[config.mk]
export PLATFORM = sky130hd
export DESIGN_NAME = obd_ascii_response_parser_core
export DESIGN_NICKNAME = d
export VERILOG_FILES = /design/src/sv/oarp_pkg.sv /design/src/sv/oarp_parser.sv /design/src/sv/obd_ascii_response_parser_core.sv
export SDC_FILE = /design/constraint.sdc
export NUM_CORES = 1
export LEC_CHECK = 0
export ABC_AREA = 1
export BUFFER_PORTS_ARGS = -buffer_cell sky130_fd_sc_hd__buf_2
export CAP_MARGIN = 30
export CORE_UTILIZATION = 30
export DETAILED_ROUTE_END_ITERATION = 6
export GPL_ROUTABILITY_DRIVEN = 0
export PLACE_DENSITY_LB_ADDON = 0.1
export SLEW_MARGIN = 0
export SYNTH_ARGS = -nofsm -noshare
export SYNTH_HDL_FRONTEND = slang
export SYNTH_HIERARCHICAL = 1
export SYNTH_SLANG_ARGS = --single-unit
[constraint.sdc]
create_clock -name clk_i -period 5.35 [get_ports clk_i]
set_clock_uncertainty 0.05 [all_clocks]
set_input_delay 0.2675 -clock clk_i [delete_from_list [all_inputs] [get_ports clk_i]]
set_output_delay 0.2675 -clock clk_i [all_outputs]
set_load 0.01 [all_outputs]
[src/sv/oarp_pkg.sv]
`timescale 1ns / 1ps

package oarp_pkg;

  // Data bytes carried by one result transfer (fixed by the result format).
  localparam int unsigned DataFields   = 8;
  localparam int unsigned MaxDataBytes = 8;

  // Result payload: status, PID, count and eight data bytes, padded to 80 bits.
  localparam int unsigned ResultBits = 2 + 8 + 4 + 8 * DataFields;
  localparam int unsigned TdataBits  = ((ResultBits + 7) / 8) * 8;

  localparam logic [7:0] ChrFour  = 8'h34;  // '4'
  localparam logic [7:0] ChrOne   = 8'h31;  // '1'
  localparam logic [7:0] ChrSpace = 8'h20;  // ' '
  localparam logic [7:0] ChrPlus  = 8'h2B;  // '+'
  localparam logic [7:0] ChrMinus = 8'h2D;  // '-'

  typedef enum logic [3:0] {
    PH_SEARCH   = 4'd0,
    PH_SAW4     = 4'd1,
    PH_AFTER41  = 4'd2,
    PH_PID0     = 4'd3,
    PH_PID1     = 4'd4,
    PH_OPTSPACE = 4'd5,
    PH_DATA_HI  = 4'd6,
    PH_DATA_LO  = 4'd7,
    PH_DONE     = 4'd8
  } phase_e;

  typedef enum logic [1:0] {
    ST_OK        = 2'd0,
    ST_SHORT     = 2'd1,
    ST_NOT_FOUND = 2'd2
  } status_e;

  typedef struct packed {
    logic [DataFields-1:0][7:0] data;   // data[0] in the lowest bits
    logic [3:0]                 count;
    logic [7:0]                 pid;
    status_e                    status;
  } result_t;

  function automatic logic is_hex(input logic [7:0] c);
    return (c inside {[8'h30:8'h39], [8'h41:8'h46], [8'h61:8'h66]});
  endfunction

  function automatic logic [3:0] hex_val(input logic [7:0] c);
    logic [3:0] v;
    v = 4'd0;
    if (c inside {[8'h30:8'h39]}) begin
      v = c[3:0];
    end else if (c inside {[8'h41:8'h46], [8'h61:8'h66]}) begin
      v = 4'(c[3:0] + 4'd9);
    end
    return v;
  endfunction

  function automatic logic is_ws(input logic [7:0] c);
    return (c inside {ChrSpace, [8'h09:8'h0D]});
  endfunction

  // Two-character base-16 conversion with one optional leading blank or sign.
  function automatic logic [7:0] pid_from_chars(input logic [7:0] c0,
                                                input logic [7:0] c1);
    logic [7:0] v;
    v = 8'd0;
    if (is_hex(c0)) begin
      v = is_hex(c1) ? {hex_val(c0), hex_val(c1)} : {4'd0, hex_val(c0)};
    end else if (is_ws(c0) || c0 == ChrPlus) begin
      v = is_hex(c1) ? {4'd0, hex_val(c1)} : 8'd0;
    end else if (c0 == ChrMinus) begin
      v = is_hex(c1) ? 8'(8'd0 - {4'd0, hex_val(c1)}) : 8'd0;
    end
    return v;
  endfunction

endpackage

[src/sv/oarp_parser.sv]
`timescale 1ns / 1ps

module oarp_parser #(
  parameter int unsigned MAX_DATA_BYTES = oarp_pkg::MaxDataBytes
) (
  input  logic              clk_i,
  input  logic              rst_ni,
  input  logic              accept_i,
  input  logic [7:0]        char_i,
  input  logic              last_i,
  output oarp_pkg::result_t result_o
);

  oarp_pkg::phase_e phase_q, phase_d;
  logic [2:0] chars_seen_q, chars_seen_d;
  logic [7:0] first_pid_q, first_pid_d;
  logic [7:0] pid_q, pid_d;
  logic [3:0] high_nib_q, high_nib_d;
  logic [3:0] byte_count_q, byte_count_d;
  logic [7:0] byte_q [MAX_DATA_BYTES];
  logic [7:0] byte_d [MAX_DATA_BYTES];
  logic       byte_wr;
  logic [7:0] byte_wr_val;
  logic       hex_c;
  logic [3:0] val_c;
  logic       room;

  assign hex_c = oarp_pkg::is_hex(char_i);
  assign val_c = oarp_pkg::hex_val(char_i);
  assign room  = (byte_count_q < 4'(MAX_DATA_BYTES));
  assign chars_seen_d = (chars_seen_q < 3'd4) ? 3'(chars_seen_q + 3'd1) : chars_seen_q;

  always_comb begin
    phase_d      = phase_q;
    first_pid_d  = first_pid_q;
    pid_d        = pid_q;
    high_nib_d   = high_nib_q;
    byte_count_d = byte_count_q;
    byte_wr      = 1'b0;
    byte_wr_val  = {high_nib_q, val_c};
    case (phase_q)
      oarp_pkg::PH_SEARCH: begin
        if (char_i == oarp_pkg::ChrFour) phase_d = oarp_pkg::PH_SAW4;
      end
      oarp_pkg::PH_SAW4: begin
        if (char_i == oarp_pkg::ChrOne) begin
          phase_d = oarp_pkg::PH_AFTER41;
        end else if (char_i != oarp_pkg::ChrFour) begin
          phase_d = oarp_pkg::PH_SEARCH;
        end
      end
      oarp_pkg::PH_AFTER41: begin
        if (char_i == oarp_pkg::ChrSpace) begin
          phase_d = oarp_pkg::PH_PID0;
        end else begin
          first_pid_d = char_i;
          phase_d     = oarp_pkg::PH_PID1;
        end
      end
      oarp_pkg::PH_PID0: begin
        first_pid_d = char_i;
        phase_d     = oarp_pkg::PH_PID1;
      end
      oarp_pkg::PH_PID1: begin
        pid_d   = oarp_pkg::pid_from_chars(first_pid_q, char_i);
        phase_d = oarp_pkg::PH_OPTSPACE;
      end
      oarp_pkg::PH_OPTSPACE, oarp_pkg::PH_DATA_HI: begin
        if (phase_q == oarp_pkg::PH_OPTSPACE && char_i == oarp_pkg::ChrSpace) begin
          phase_d = oarp_pkg::PH_DATA_HI;
        end else if (!room || !hex_c) begin
          phase_d = oarp_pkg::PH_DONE;
        end else begin
          high_nib_d = val_c;
          phase_d    = oarp_pkg::PH_DATA_LO;
        end
      end
      oarp_pkg::PH_DATA_LO: begin
        // Room was checked on the high digit.
        if (hex_c) begin
          byte_wr      = 1'b1;
          byte_count_d = 4'(byte_count_q + 4'd1);
          phase_d      = oarp_pkg::PH_OPTSPACE;
        end else begin
          phase_d = oarp_pkg::PH_DONE;
        end
      end
      default: ;
    endcase
  end

  always_comb begin
    byte_d = byte_q;
    if (byte_wr) begin
      for (int k = 0; k < MAX_DATA_BYTES; k++) begin
        if (byte_count_q == 4'(k)) byte_d[k] = byte_wr_val;
      end
    end
  end

  // Result as seen after this character; only used on the last one.
  always_comb begin
    result_o = '0;
    if (chars_seen_d < 3'd4) begin
      result_o.status = oarp_pkg::ST_SHORT;
    end else if (phase_d < oarp_pkg::PH_OPTSPACE) begin
      result_o.status = oarp_pkg::ST_NOT_FOUND;
    end else begin
      result_o.status = oarp_pkg::ST_OK;
      result_o.pid    = pid_d;
      result_o.count  = byte_count_d;
      for (int k = 0; k < MAX_DATA_BYTES; k++) begin
        if (4'(k) < byte_count_d) result_o.data[k] = byte_d[k];
      end
    end
  end

  always_ff @(posedge clk_i or negedge rst_ni) begin
    if (!rst_ni) begin
      phase_q      <= oarp_pkg::PH_SEARCH;
      chars_seen_q <= 3'd0;
      first_pid_q  <= 8'd0;
      pid_q        <= 8'd0;
      high_nib_q   <= 4'd0;
      byte_count_q <= 4'd0;
    end else if (accept_i) begin
      if (last_i) begin
        phase_q      <= oarp_pkg::PH_SEARCH;
        chars_seen_q <= 3'd0;
        first_pid_q  <= 8'd0;
        pid_q        <= 8'd0;
        high_nib_q   <= 4'd0;
        byte_count_q <= 4'd0;
      end else begin
        phase_q      <= phase_d;
        chars_seen_q <= chars_seen_d;
        first_pid_q  <= first_pid_d;
        pid_q        <= pid_d;
        high_nib_q   <= high_nib_d;
        byte_count_q <= byte_count_d;
      end
    end
  end

  // Byte store is masked by the count, so it needs no reset.
  always_ff @(posedge clk_i) begin
    if (accept_i) byte_q <= byte_d;
  end

endmodule

[src/sv/obd_ascii_response_parser_core.sv]
`timescale 1ns / 1ps

// OBD-II mode 01 ASCII response parser. Feed the response text one character
// per transfer on the slave stream, with tlast on the final character. The
// parser finds the first "41" followed by at least one more character, reads
// two characters as the PID (one leading blank or sign allowed, stops at a
// non-hex character), then up to MAX_DATA_BYTES hex pairs separated by
// optional single spaces. One result transfer leaves per response, registered
// as its last character is taken: status (0 ok, 1 fewer than four
// characters, 2 no marker or PID cut off), PID, byte count and data bytes, with
// every field not meaningful for that status driven to zero. Each character
// passes through a single state update of the parser, and the result register
// loads from the parser's view of the last character, so a character can be
// taken every cycle; the input stalls only while a result sits in the output
// register and the sink holds tready low.
module obd_ascii_response_parser_core #(
  parameter int unsigned MAX_DATA_BYTES = oarp_pkg::MaxDataBytes
) (
  input  logic                           clk_i,
  input  logic                           rst_ni,
  input  logic                           s_axis_tvalid_i,
  output logic                           s_axis_tready_o,
  input  logic [7:0]                     s_axis_tdata_i,  // [7:0] char_in
  input  logic                           s_axis_tlast_i,  // last_char
  output logic                           m_axis_tvalid_o,
  input  logic                           m_axis_tready_i,
  // [1:0] status, [9:2] pid_value, [13:10] data_count,
  // [21:14] data_0 ... [77:70] data_7, [79:78] zero
  output logic [oarp_pkg::TdataBits-1:0] m_axis_tdata_o
);

  logic              in_xfer;
  oarp_pkg::result_t result;
  oarp_pkg::result_t out_q;
  logic              out_valid_q;

  // Take a character whenever the result register is free or draining.
  assign s_axis_tready_o = !out_valid_q || m_axis_tready_i;
  assign in_xfer         = s_axis_tvalid_i && s_axis_tready_o;

  oarp_parser #(
    .MAX_DATA_BYTES(MAX_DATA_BYTES)
  ) u_parser (
    .clk_i   (clk_i),
    .rst_ni  (rst_ni),
    .accept_i(in_xfer),
    .char_i  (s_axis_tdata_i),
    .last_i  (s_axis_tlast_i),
    .result_o(result)
  );

  // Result register: load on the last character, drop once transferred.
  always_ff @(posedge clk_i or negedge rst_ni) begin
    if (!rst_ni) begin
      out_valid_q <= 1'b0;
    end else if (in_xfer && s_axis_tlast_i) begin
      out_valid_q <= 1'b1;
    end else if (m_axis_tready_i) begin
      out_valid_q <= 1'b0;
    end
  end

  always_ff @(posedge clk_i) begin
    if (in_xfer && s_axis_tlast_i) out_q <= result;
  end

  assign m_axis_tvalid_o = out_valid_q;
  assign m_axis_tdata_o  = {(oarp_pkg::TdataBits - oarp_pkg::ResultBits)'(0), out_q};

endmodule
==> results.json, run 1 <==
{
  "status": "finished with violations",
  "failed_checks": "DRC",
  "place_hpwl_um": 13900,
  "grt_pass1_wl_um": 32000,
  "cp.depth": 9,
  "path_class": "reg2reg",
  "synthCells": 795,
  "synth_top_flop_cell": "edfxtp_1",
  "p_int_mw": 2.27,
  "power_frac_comb": 0.084,
  "ff2ff_path_depth": 9,
  "synth_seq_cells": 174,
  "mappedNetlistArea_um2": 8120,
  "cellPowerDensity_nw_per_um2": 315,
  "synthToLayoutAreaGrowth_pct": 18.2,
  "p_total_mw": 3.03,
  "fillers": 2643,
  "max_freq_mhz": 400,
  "cts-resized-gates": 0,
  "rrSetupSlack_ns": 2.85,
  "overflow": 0,
  "std_cell_rows": 59,
  "synth_enable_flop_cells": 142,
  "cts_buffers": 17,
  "async_reset_ff_frac": 0.184,
  "ys_seq_area_frac": 0.623,
  "slowest_stage": "a21boi_0",
  "p_switching_mw": 0.755,
  "syn_avg_cell_area_um2": 10.2,
  "wl_per_cell_um": 16.2,
  "io_pins": 95,
  "fin_tns_setup_ns": 0,
  "core-area_um2": 26300,
  "critPathRequiredTime_ns": 5.51,
  "die-area_um2": 27700,
  "drv_cap": 0,
  "multiInputGateArea_um2": 2560,
  "first_global_vias": 5663,
  "p_clk_frac": 0.396,
  "crit_fanout": 5,
  "clk_pin_slew_ns": 0.07,
  "crit_family": "compound AO/OA/AOI/OAI gates",
  "slew_violations": 0,
  "portBuffers": 92,
  "ys_types": 45,
  "rsz0062_at_grt": "false",
  "timing.critical_path.from_type": "flip-flop",
  "die_h_um": 167,
  "cp_data_arrival_time_ns": 2.67,
  "r2r-start": "u_parser/first_pid_q[1]",
  "clock_latency_ns": 0.42,
  "critPathBufInv": 1,
  "setup_viol": 0,
  "power.leakage_nw": 4.00,
  "cts.sinks": 174,
  "post-route-period-util": 0.468,
  "htreeDepth": 4,
  "crit_chain": "inv_1, ha_1, nand3_1, nor2_1, a21boi_0, nand3_1, nand2_1, nand2_1, a21oi_1",
  "grt_use_total": 0.151,
  "via_per_inst": 4.64,
  "ys_warn_count": 6,
  "grt_max_degree": 72,
  "tightest_slew_ns": 0.869,
  "grt_antenna_before_repair": 0,
  "swShare": 0.250,
  "setup.worst_path.end": "m_axis_tdata_o[5]",
  "hold_viol_final": 0,
  "regArea_um2": 5060,
  "finalWirelength_um": 20200,
  "post-route-drc-count": 9,
  "floorplan.initialDensity": 0.309,
  "num_vias": 5791,
  "die_w_um": 167,
  "first_pass_iters": 7,
  "ant_nets": 0,
  "min_period_ns": 2.50,
  "cpPeakStageDelay_ns": 0.55,
  "seqPwrFrac": 0.520,
  "irDropWorstVdd_uv": 152,
  "drt_iter0_drc": 362,
  "worstSetupStartpoint": "u_parser/first_pid_q[1]",
  "slew_headroom": 0.419,
  "clock-root-buffer": "clkbuf_16",
  "cts_tree": "yes",
  "r2r-end": "m_axis_tdata_o[5]",
  "hold_class": "in2reg",
  "drive_above_1_share": 0.205,
  "antenna_cells": 0,
  "clk_path_buf_depth": 2,
  "finalNetCount": 925,
  "cp-end-kind": "flip-flop"
}
## worst min path at each step
| stage | start | cells past startpoint | endpoint |
|---|---|---|---|
| after global placement | rst_ni | 1 | u_parser/pid_q[4] |
| after CTS | s_axis_tvalid_i | 3 | m_axis_tvalid_o |
| final | s_axis_tvalid_i | 3 | m_axis_tvalid_o |
| after floorplan | rst_ni | 0 | m_axis_tvalid_o |
| after detailed placement | rst_ni | 1 | u_parser/pid_q[4] |
| after global routing | s_axis_tvalid_i | 3 | m_axis_tvalid_o |
## synthesized netlist by cell type (all sizes together), types with 2 or more instances
cell | n | area (um^2)
inv | 113 | 424
dfrtp | 32 | 801
nor2 | 112 | 445
o211ai | 2 | 15.0
nand3 | 42 | 240
clkbuf | 7 | 26.3
o21ai | 72 | 387
edfxtp | 142 | 4260
a21oi | 24 | 120
xor2 | 5 | 62.6
nor3 | 8 | 78.8
o22ai | 18 | 113
nand2 | 153 | 636
or2 | 21 | 131
nand4 | 4 | 25.0
o21a | 9 | 67.6
a31oi | 2 | 12.5
ha | 13 | 163
buf | 8 | 56.3
## final cells by class
| cell class | instances | area share |
|---|---|---|
| clock buffer | 17 | 0.0443 |
| tap | 335 | 0.0436 |
| inverter | 114 | 0.0445 |
| multi-input combinational | 493 | 0.266 |
| clock inverter | 15 | 0.0141 |
| sequential | 174 | 0.527 |
| timing repair buffer | 99 | 0.0599 |
## power groups by stage
stage                     Clock, mW  Sequential (mW)  Combinational, mW
after floorplan                   0             1.61              0.150
after global placement            0             1.60              0.250
final                          1.20             1.57              0.253
after detailed placement          0             1.60              0.250
after CTS                      1.24             1.58              0.252
after global routing           1.28             1.58              0.284
## per-layer routing
layer / part of all wire / GRT usage / up-vias / wire [um]
met1: 0.48 / 0.208 / 2760 / 9720
met3: 0.040 / 0.0269 / 20 / 813
met2: 0.46 / 0.239 / 139 / 9330
met5: 0 / 0 / - / 0
met4: 0.018 / 0.0535 / 0 / 371
li1: - / - / 2872 / -
## metrics by stage
step / utilization / cells / instance area, um^2 / hold slack [ns] / worst slack (ns)
after floorplan: - / 796 / 8130 / -0.0781 / 2.16
after global placement: 0.341 / 1211 / 8950 / 0.364 / 2.57
after detailed placement: 0.343 / 1213 / 9010 / 0.383 / 2.58
after CTS: 0.364 / 1246 / 9580 / 0.0279 / 2.90
after global routing: 0.366 / 1247 / 9610 / 0.0662 / 2.66
final: 0.366 / 1247 / 9610 / 0.0444 / 2.85
## what timing repair did
action / CTS / global route
endpoints found under the hold margin: 32 / 0
setup buffers: 0 / 0
hold buffers: 1 / 0
## sequential cells by signal (all words and copies together), names as in the netlist
signal and count:
u_parser/high_nib_q 4, m_axis_tdata_o 78, u_parser/chars_seen_q 3, u_parser/pid_q 8, u_parser/first_pid_q 8, m_axis_tvalid_o 1
u_parser/phase_q 4, u_parser/byte_count_q 4, u_parser/byte_q 64
## cells in the final DEF (no fill, tap or decap), types with 4 or more instances in the layout
master and count:
o21ai_0 57, o21ai_2 4, o22ai_1 18, clkbuf_16 17, xor2_1 4, ha_1 13, inv_1 102, or2_1 7
nor2_1 106, nand3_2 6, or2_2 11, nand2_2 9, o21ai_1 10, dfrtp_1 32, nand2_1 140, nand3_1 36
o21a_1 9, buf_2 92, inv_2 11, a21oi_1 24, nor3_1 4, nand4_1 4, edfxtp_1 142
## worst min-delay path, delay by kind of cell
| kind | cells | cell delay [ns] |
|---|---|---|
| buffers and inverters | 2 | 0.15 |
| AO/OA/AOI/OAI | 1 | 0.06 |
## cells by family after synthesis
| kind of cell | after synthesis | share of synthesized area |
|---|---|---|
| DFF | 174 | 0.623 |
| other | 1 | 0.000462 |
| AOI/OAI and AO/OA | 131 | 0.0919 |
| xor gates and xnor gates | 5 | 0.00770 |
| and+or+nand+nor | 341 | 0.192 |
| buffers and inverters | 129 | 0.0628 |
| muxes | 1 | 0.00123 |
| adders and majority gates | 13 | 0.0200 |
Note: power is estimated with default switching activity, not from simulation.
==> run 2: changes to the inputs <==
==> constraint.sdc (replaced) <==
create_clock -name clk_i -period 2.2 [get_ports clk_i]
set_clock_uncertainty 0.05 [all_clocks]
set_input_delay 0.11 -clock clk_i [delete_from_list [all_inputs] [get_ports clk_i]]
set_output_delay 0.11 -clock clk_i [all_outputs]
set_load 0.01 [all_outputs]
==> run 2 against run 1 <==
Effect of this change:
- the flow still finishes with violations (DRC)
- power rose to 2.6 times the previous value
- die area unchanged
- flip-flop and latch count unchanged
- clock power rose to 2.7 times the previous value
- routed wire length down 0.82%
- core utilization up 2.7 points
- cell count up 4.8%
- combinational power rose to 2.7 times the previous value
- critical path depth up 1
- worst setup slack worse by 2.7 ns
- non-clock buffer count up 60
==> results.json, run 2 (synthesis gave the netlist of run 1 again) <==
{
  "status": "finished with violations",
  "failed_checks": "DRC",
  "die-area_um2": 27700,
  "tightest_slew_ns": 0.769,
  "final_common_cell": "edfxtp_1",
  "finalWirelength_um": 20100,
  "crit_fanout": 5,
  "layout_common_cells": "142 x edfxtp_1, 134 x nand2_1, 100 x nor2_1",
  "clk_pin_slew_ns": 0.07,
  "cts_tree": "yes",
  "first_pass_iters": 7,
  "hold_class": "in2reg",
  "critPathRequiredTime_ns": 2.52,
  "num_vias": 5937,
  "via_per_inst": 4.54,
  "postLayoutSetupSlackWorst_ns": 0.106,
  "die_h_um": 167,
  "drv_cap": 0,
  "grt_use_total": 0.147,
  "design_area_um2": 10300,
  "synthToLayoutAreaGrowth_pct": 26.9,
  "cp-end-kind": "flip-flop",
  "first_global_vias": 5640,
  "clk_path_buf_depth": 2,
  "portBuffers": 92,
  "htreeDepth": 4,
  "post-route-period-util": 0.952,
  "irDropWorstVdd_uv": 436,
  "overflow": 0,
  "grt_pass1_wl_um": 31400,
  "cts_buffers": 17,
  "grt_antenna_before_repair": 0,
  "ff2ff_path_depth": 10,
  "io_pins": 95,
  "max_freq_mhz": 477,
  "wl_per_cell_um": 15.4,
  "post-route-drc-count": 10,
  "power.leakage_nw": 4.37,
  "hold_viol_final": 0,
  "setup_viol": 0,
  "die_w_um": 167,
  "post_dp_cell_area_um2": 9390,
  "grt_max_degree": 79,
  "ant_nets": 0,
  "cellPowerDensity_nw_per_um2": 752,
  "clock-root-buffer": "clkbuf_16",
  "finalNetCount": 985,
  "largest_register_ffs": 78,
  "min_period_ns": 2.09,
  "drt_iter0_drc": 390,
  "path_class": "reg2reg",
  "std_cell_rows": 59,
  "slew_violations": 0,
  "place_hpwl_um": 13700,
  "timing.critical_path.from_type": "flip-flop",
  "cts.sinks": 174,
  "floorplan.initialDensity": 0.309,
  "cp_data_arrival_time_ns": 2.41,
  "dp_slack_ns": -0.0380,
  "hold_depth": 4,
  "antenna_cells": 0,
  "drive_above_1_share": 0.272,
  "slew_headroom": 0.488,
  "core-area_um2": 26300,
  "clock_latency_ns": 0.42
}
-- run 2: changes by cell type in the layout (fill, tap and decap cells not counted), moves of 6 or more --
cell,delta
nand2_1,-6
inv_1,-6
buf_4,+53
buf_12,+6
nor2_1,-6
-- run 2: path summary, 6_finish.rpt --
check | startpoint | to | slack [ns]
hold reg to reg | u_parser/chars_seen_q[0] | u_parser/chars_seen_q[0] | 0.43
setup / recovery | u_parser/phase_q[3] | u_parser/first_pid_q[5] | 0.11
max in group asynchronous | rst_ni | u_parser/first_pid_q[0] | 1.33
setup reg to reg | u_parser/phase_q[3] | u_parser/first_pid_q[5] | 0.11
min in group asynchronous | rst_ni | u_parser/chars_seen_q[0] | 0.23
hold / removal | s_axis_tlast_i | u_parser/chars_seen_q[1] | 0.02
-- run 2: timing repair --
action / 4_1_cts / 5_1_grt
resized for setup: 1 / 38
endpoints found under the setup margin: 1 / 105
endpoints found under the hold margin: 38 / 0
pin swaps: 0 / 12
hold buffers: 9 / 0
buffers inserted: 0 / 15
-- run 2: critical path: stages, from the launching register on --
cell and delay [ns]:
dfrtp_1 0.39, buf_4 0.16, nor2_1 0.18, buf_4 0.15, inv_1 0.04, nor2_1 0.13, nor2_1 0.05, o21ai_1 0.17
nand3_2 0.08, dlygate4sd3_1 0.57, nand2_1 0.07
-- run 2: layer usage --
| metal | global-route usage | vias up | wire (um) |
|---|---|---|---|
| met5 | 0 | - | 0 |
| li1 | - | 2990 | - |
| met1 | 0.203 | 2824 | 9840 |
| met4 | 0.0322 | 0 | 144 |
| met3 | 0.0280 | 11 | 642 |
| met2 | 0.237 | 112 | 9440 |
-- run 2: report_power, final --
part | leakage, nW | switching [mW] | internal (mW) | total (mW)
logic | 2.27 | 0.429 | 0.255 | 0.684
registers | 1.80 | 0.0728 | 3.75 | 3.83
clock network | 0.300 | 1.33 | 1.91 | 3.24
-- run 2: cell type report --
| cell class | instances | area, um^2 |
|---|---|---|
| clock buffers | 19 | 433 |
| multi-input cells | 493 | 2680 |
| well taps | 335 | 419 |
| flip-flops and latches | 174 | 5070 |
| fillers | 2654 | 16000 |
| repair buffers | 159 | 1080 |
| inverters | 114 | 442 |
| clock inverters | 13 | 185 |
-- run 2: metrics by stage --
stage	setup TNS, ns	instances	utilization	power, mW	hold slack, ns
final	0	1307	0.392	7.75	0.0246
after global routing	-0.0611	1307	0.392	8.06	0.0352
after CTS	0	1296	0.384	7.83	0.0153
after detailed placement	-0.349	1255	0.357	4.55	0.186
after global placement	0	1255	0.357	4.55	0.193
after floorplan	-8.17	796	-	4.29	-0.236
